$ cat config.mk
export PLATFORM = sky130hd
export DESIGN_NAME = bva_front_flat
export DESIGN_NICKNAME = d
export VERILOG_FILES = /design/src/design/bva_pkg.sv /design/src/design/bva_if.sv /design/src/design/bva_front.sv /design/src/flat_wrapper.sv
export VERILOG_INCLUDE_DIRS = /design/src /design/src/design
export SDC_FILE = /design/constraint.sdc
export NUM_CORES = 1
export LEC_CHECK = 0
export BUFFER_PORTS_ARGS = -buffer_cell sky130_fd_sc_hd__buf_2
export CAP_MARGIN = 20
export CORE_UTILIZATION = 48
export DETAILED_ROUTE_END_ITERATION = 6
export PLACE_DENSITY = 0.71
export SETUP_SLACK_MARGIN = 0.5
export SLEW_MARGIN = 0
export SYNTH_ARGS = -nofsm -noshare
export SYNTH_HDL_FRONTEND = slang
export SYNTH_SLANG_ARGS = --single-unit
$ cat constraint.sdc
create_clock -name i_clk -period 2.9 [get_ports i_clk]
set_clock_uncertainty 0.15 [all_clocks]
set_input_delay 0.29 -clock i_clk [delete_from_list [all_inputs] [get_ports i_clk]]
set_output_delay 0.29 -clock i_clk [all_outputs]
set_load 0.005 [all_outputs]
$ cat src/design/bitvector_alu_defines.svh
// assertion macros shared by the bitvector alu modules
// depends on nothing; users provide i_clk and i_rst_n in scope
`ifndef BITVECTOR_ALU_DEFINES_SVH
`define BITVECTOR_ALU_DEFINES_SVH

// same-cycle implication, disabled while in reset
`define BVA_AST_SAME(lbl, ant, con) \
    lbl: assert property (@(posedge i_clk) disable iff (!i_rst_n) (ant) |-> (con)) \
        else $error("bitvector_alu assertion failed");

// next-cycle implication, disabled while in reset
`define BVA_AST_NEXT(lbl, ant, con) \
    lbl: assert property (@(posedge i_clk) disable iff (!i_rst_n) (ant) |=> (con)) \
        else $error("bitvector_alu assertion failed");

`endif

$ cat src/design/bva_pkg.sv
// shared types and constants of the bitvector alu
// no dependencies
`timescale 1ns / 1ps

package bva_pkg;

    localparam int WIDTH   = 32;
    localparam int OP_W    = 5;
    localparam int SH_W    = $clog2(WIDTH);
    localparam int Q_DEPTH = 4;
    localparam int Q_PTR_W = $clog2(Q_DEPTH);
    localparam int Q_CNT_W = Q_PTR_W + 1;

    typedef enum logic [OP_W-1:0] {
        OP_NOT  = 5'd0,
        OP_AND  = 5'd1,
        OP_OR   = 5'd2,
        OP_XOR  = 5'd3,
        OP_EQ   = 5'd4,
        OP_ULT  = 5'd5,
        OP_SLT  = 5'd6,
        OP_ADD  = 5'd7,
        OP_NEG  = 5'd8,
        OP_SUB  = 5'd9,
        OP_MUL  = 5'd10,
        OP_SHL  = 5'd11,
        OP_SHR  = 5'd12,
        OP_ASHR = 5'd13,
        OP_UDIV = 5'd14,
        OP_UREM = 5'd15,
        OP_SEL  = 5'd16
    } t_op;

    // which result the back end delivers
    typedef enum logic [1:0] {
        CLS_ALU = 2'd0,
        CLS_DIV = 2'd1,
        CLS_REM = 2'd2
    } t_cls;

    typedef struct packed {
        t_cls             cls;
        logic [OP_W-1:0]  op;
        logic [WIDTH-1:0] a;
        logic [WIDTH-1:0] b;
        logic             cond;
    } t_entry;

    // queue head offered to the back end
    typedef struct packed {
        logic   vld;
        t_entry ent;
    } t_head;

endpackage

$ cat src/design/bva_if.sv
// request and response channel interfaces of the bitvector alu
// depends on bva_pkg
`timescale 1ns / 1ps

interface bva_req_if;
    logic                      valid;
    logic                      ready;
    logic [bva_pkg::OP_W-1:0]  req_type;
    logic [bva_pkg::WIDTH-1:0] operand_a;
    logic [bva_pkg::WIDTH-1:0] operand_b;
    logic                      select_cond;

    modport source (output valid, req_type, operand_a, operand_b, select_cond,
                    input ready);
    modport sink (input valid, req_type, operand_a, operand_b, select_cond,
                  output ready);
endinterface


$ cat src/design/bva_front.sv
// front end: accepts request transactions, classifies them, and queues them
// depends on bva_pkg, bva_if and bitvector_alu_defines.svh
`timescale 1ns / 1ps
`include "bitvector_alu_defines.svh"

module bva_front (
    input  logic            i_clk,
    input  logic            i_rst_n,
    bva_req_if.sink         i_req,
    input  logic            i_pop,
    output bva_pkg::t_head  o_head
);

    localparam int Q_DEPTH_L = bva_pkg::Q_DEPTH;

    bva_pkg::t_entry                r_mem [Q_DEPTH_L];
    logic [bva_pkg::Q_PTR_W-1:0]    r_wr, n_wr;
    logic [bva_pkg::Q_PTR_W-1:0]    r_rd, n_rd;
    logic [bva_pkg::Q_CNT_W-1:0]    r_cnt, n_cnt;
    bva_pkg::t_entry                w_ent;
    logic                           w_push;
    logic                           w_pop;

    // classify the incoming transaction
    always_comb begin
        w_ent.op   = i_req.req_type;
        w_ent.a    = i_req.operand_a;
        w_ent.b    = i_req.operand_b;
        w_ent.cond = i_req.select_cond;
        case (i_req.req_type)
            bva_pkg::OP_UDIV: w_ent.cls = bva_pkg::CLS_DIV;
            bva_pkg::OP_UREM: w_ent.cls = bva_pkg::CLS_REM;
            default:          w_ent.cls = bva_pkg::CLS_ALU;
        endcase
    end

    assign i_req.ready = (r_cnt != bva_pkg::Q_CNT_W'(bva_pkg::Q_DEPTH));
    assign w_push      = i_req.valid && i_req.ready;
    assign w_pop       = i_pop && (r_cnt != '0);

    // queue pointers and fill count
    always_comb begin
        n_wr  = w_push ? r_wr + 1'b1 : r_wr;
        n_rd  = w_pop ? r_rd + 1'b1 : r_rd;
        n_cnt = r_cnt + bva_pkg::Q_CNT_W'(w_push) - bva_pkg::Q_CNT_W'(w_pop);
    end

    always_ff @(posedge i_clk) begin
        if (!i_rst_n) begin
            r_wr  <= '0;
            r_rd  <= '0;
            r_cnt <= '0;
        end else begin
            r_wr  <= n_wr;
            r_rd  <= n_rd;
            r_cnt <= n_cnt;
        end
    end

    // queue storage
    always_ff @(posedge i_clk) begin
        if (w_push) begin
            r_mem[r_wr] <= w_ent;
        end
    end

    assign o_head.vld = (r_cnt != '0);
    assign o_head.ent = r_mem[r_rd];

    `BVA_AST_SAME(a_cnt_bound, 1'b1, r_cnt <= bva_pkg::Q_CNT_W'(bva_pkg::Q_DEPTH))
    `BVA_AST_NEXT(a_cnt_up, w_push && !w_pop, r_cnt == $past(r_cnt) + 1'b1)
    `BVA_AST_NEXT(a_cnt_dn, w_pop && !w_push, r_cnt == $past(r_cnt) - 1'b1)

endmodule

$ cat src/flat_wrapper.sv
// flat-port wrapper written by rule: the top's interface ports become plain ports
module bva_front_flat 
  (i_clk, i_rst_n, i_pop, o_head, i_req_valid, i_req_req_type, i_req_operand_a, i_req_operand_b, i_req_select_cond, i_req_ready);
  bva_req_if i_req_i ();
  input  logic i_clk;
  input  logic i_rst_n;
  input  logic i_pop;
  output bva_pkg::t_head o_head;
  input wire logic [$bits(i_req_i.valid)-1:0] i_req_valid;
  input wire logic [$bits(i_req_i.req_type)-1:0] i_req_req_type;
  input wire logic [$bits(i_req_i.operand_a)-1:0] i_req_operand_a;
  input wire logic [$bits(i_req_i.operand_b)-1:0] i_req_operand_b;
  input wire logic [$bits(i_req_i.select_cond)-1:0] i_req_select_cond;
  output wire logic [$bits(i_req_i.ready)-1:0] i_req_ready;
  assign i_req_i.valid = i_req_valid;
  assign i_req_i.req_type = i_req_req_type;
  assign i_req_i.operand_a = i_req_operand_a;
  assign i_req_i.operand_b = i_req_operand_b;
  assign i_req_i.select_cond = i_req_select_cond;
  assign i_req_ready = i_req_i.ready;
  bva_front u_core (.i_clk(i_clk), .i_rst_n(i_rst_n), .i_req(i_req_i), .i_pop(i_pop), .o_head(o_head));
endmodule
==> results.yml <==
run_status:
  outcome: "finished clean"
routing:
  via_per_inst: 5.25
  num_vias: 5127
  antenna_left: 0
  dr.first_iter.drc_count: 284
  drtPass1Iterations: 4
  post-route-drc-count: 0
  drt-total-wl_um: 19400
  wl_per_cell_um: 19.9
sta:
  slew_headroom_pct: 70.6
  fmax_mhz: 418
  tightest_slew_ps: 441
  rsz0062_at_grt: "true"
  fin_tns_setup_ps: 0
  hold_viol: 0
  period_needed_ps: 2390
  drv_slew: 0
  fin_crit_sh_pct: 82.4
  setup_viol: 0
critical_path:
  reg2reg_slack_ps: 600
  critPathMaxFanout: 19
  arrival_ps: 1950
  reg2regPathDepth: 8
  worstPathRequired_ps: 2460
  reg2reg_from: "u_core.r_cnt[1]$_SDFF_PN0_"
  crit_path_start_kind: "register"
  path_class: "register to output pin"
  endpoint_kind: "output pin"
  r2r-end: "u_core.r_cnt[2]$_SDFF_PN0_"
clocking:
  cts_tree: "yes"
  cts_htree_levels: 1
  clock_sinks: 297
  path_clk_slew_ps: 60
  clk_latency_ps: 520
  root_buffer: "clkbuf_16"
  clockBufferDepth: 3
  numCtsBuffers: 29
synthesis:
  synth-edff-count: 288
  synth_warnings: 0
  synth.area.mux_share_pct: 15.0
  yosysTopAreaCellShare_pct: 78.8
  ys_types: 24
  synth_top_family_by_area: "multiplexers"
  syn-cell-area_sq_um: 11000
  synth_compound_area_share_pct: 0.262
  avgSynthCellArea_sq_um: 25.6
  synthSimpleGateAreaFrac_pct: 1.06
  yosysSeqAreaShare_pct: 80.5
  synth.most_common_cell: "edfxtp_1"
  synth_top_area_cell: "edfxtp_1"
  ys_ff_latch: 297
  syn_nets: 509
  synthFlopType: "edfxtp_1"
  synthAdderAreaFrac_pct: 0.867
  synthArstFlopShare_pct: 0
  synth_area_leaders: "edfxtp_1 79%, mux4_2 14%, dfxtp_1 1.6%, buf_12 1.3%, ha_1 0.68%"
  syn_inst: 428
  netlist_top_cells_count: "288 x edfxtp_1, 70 x mux4_2, 9 x dfxtp_1, 8 x and2_1"
  synth_xor_area_share_pct: 0.319
run:
  maxCapViolCount: 0
placement:
  dp_hpwl_um: 11400
  dp_cells: 850
  io_buffers: 147
  place_congestion: 0.747
cells_and_area:
  antenna_cells: 0
  synthToLayoutAreaGrowth_pct: 24.9
  nFillCells: 1519
  multi_input_area_sq_um: 1930
  ff_latch_area_sq_um: 8840
  fin_cells: 976
  layout-drive-gt1-share_pct: 39.8
  final_core_util_pct: 62.0
  final_nets: 756
power_and_ir_drop:
  p_per_area_nw_per_um2: 821
  fin_total_pwr_mw: 11.3
  power_leakage_nw: 4.67
  ir_drop_mv: 0.567
grt:
  antenna_found_initial: 0
  grt_use_total_pct: 17.2
  grt_pass1_vias: 5502
  grt_pass1_wl_um: 30800
  grt_overflow_total: 0
  grt_start_max_net_pins: 35
floorplan:
  io_pins: 148
  rows: 54
  initial_core_util_pct: 49.6
  core_sq_um: 22100
  die_y_um: 153
  die_width_um: 153
  die-area_sq_um: 23500
worst_hold_path:
  hp-start: "i_req_valid"
  worstHoldEndpoint: "u_core.r_wr[0]$_SDFFE_PN0P_"
  holdPathStages: 3
  hold_path.class: "input port to register"
## worst max-delay path, cell delays in order (launching register included)
cell and delay (ps):
dfxtp_4 410, bufbuf_16 360, mux4_2 510, buf_2 150
## area by class of cell
cell class / instances / area share, %
flip-flops and latches: 297 / 64.5
multi-input cells: 108 / 14.1
repair buffers: 233 / 12.3
clock buffers: 43 / 5.68
well taps: 280 / 2.56
clock inverters: 9 / 0.703
inverters: 6 / 0.164
## report_power, final
| part | switching, mW | internal [mW] | total (mW) |
|---|---|---|---|
| Combinational | 1.12 | 1.33 | 2.45 |
| Clock | 1.43 | 2.02 | 3.46 |
| Sequential | 0.149 | 5.21 | 5.36 |
## per-layer routing
metal	vias to the layer above	part of all wire, %	track usage [%]	wire length [um]
met2	148	51	29.4	9850
li1	2313	-	-	-
met5	-	0	0	0
met1	2637	42	22.8	8120
met3	29	5.9	3.63	1140
met4	0	1.7	4.14	328
## worst max path at each step
stage,to,depth (start not counted),slack (ps)
2_1_floorplan,u_core.r_mem[0][0]$_DFFE_PP_,3,630
3_3_place_gp,u_core.r_cnt[2]$_SDFF_PN0_,8,630
3_5_place_dp,u_core.r_cnt[2]$_SDFF_PN0_,8,520
4_1_cts,o_head[37],3,460
5_1_grt,o_head[34],3,420
6_report,o_head[23],3,510
## placed cells by master, fill, tap and decap left out, drive strengths merged, types with 2 or more instances in the layout
| master | netlist | layout |
|---|---|---|
| mux4 | 72 | 72 |
| ha | 6 | 6 |
| edfxtp | 288 | 288 |
| and2 | 8 | 8 |
| nor2b | 3 | 3 |
| buf | 15 | 161 |
| bufinv | 0 | 2 |
| mux2i | 2 | 2 |
| xnor2 | 3 | 3 |
| dfxtp | 9 | 9 |
| inv | 6 | 6 |
| clkinv | 0 | 6 |
| nand2 | 5 | 5 |
| clkbuf | 2 | 43 |
| dlygate4sd3 | 0 | 71 |
## sequential cells by signal, summed over array words and instances (netlist names), named ones only
name and flops:
u_core.r_mem 288, u_core.r_rd 2, u_core.r_cnt 3, u_core.r_wr 2
## cells by family (layout without fill, tap and decap cells)
logic type                 after synthesis  after routing
AOI/OAI and AO/OA                        3              3
xor gates and xnor gates                 4              4
adders and majority gates                7              7
buffers and inverters                   23            291
DFF                                    297            297
muxes                                   74             74
and+or+nand+nor                         20             20
## what timing repair did
action                                  in CTS  in global routing
hold endpoints to repair                   289                  0
cloned                                       1                  0
gates resized for setup                      2                  1
hold buffers                                71                  0
pin swaps                                    0                  1
buffers inserted                             1                  1
endpoints found under the setup margin      24                 55
## stage by stage
stage                     hold slack, ps  setup slack (ps)  instance area, sq um
after floorplan                      239               628                 11000
after global placement               331               633                 12100
after detailed placement             357               525                 12100
after CTS                           75.8               464                 13700
after global routing                95.3               420                 13700
final                               92.7               510                 13700
Note: power is estimated with default switching activity, not from simulation.
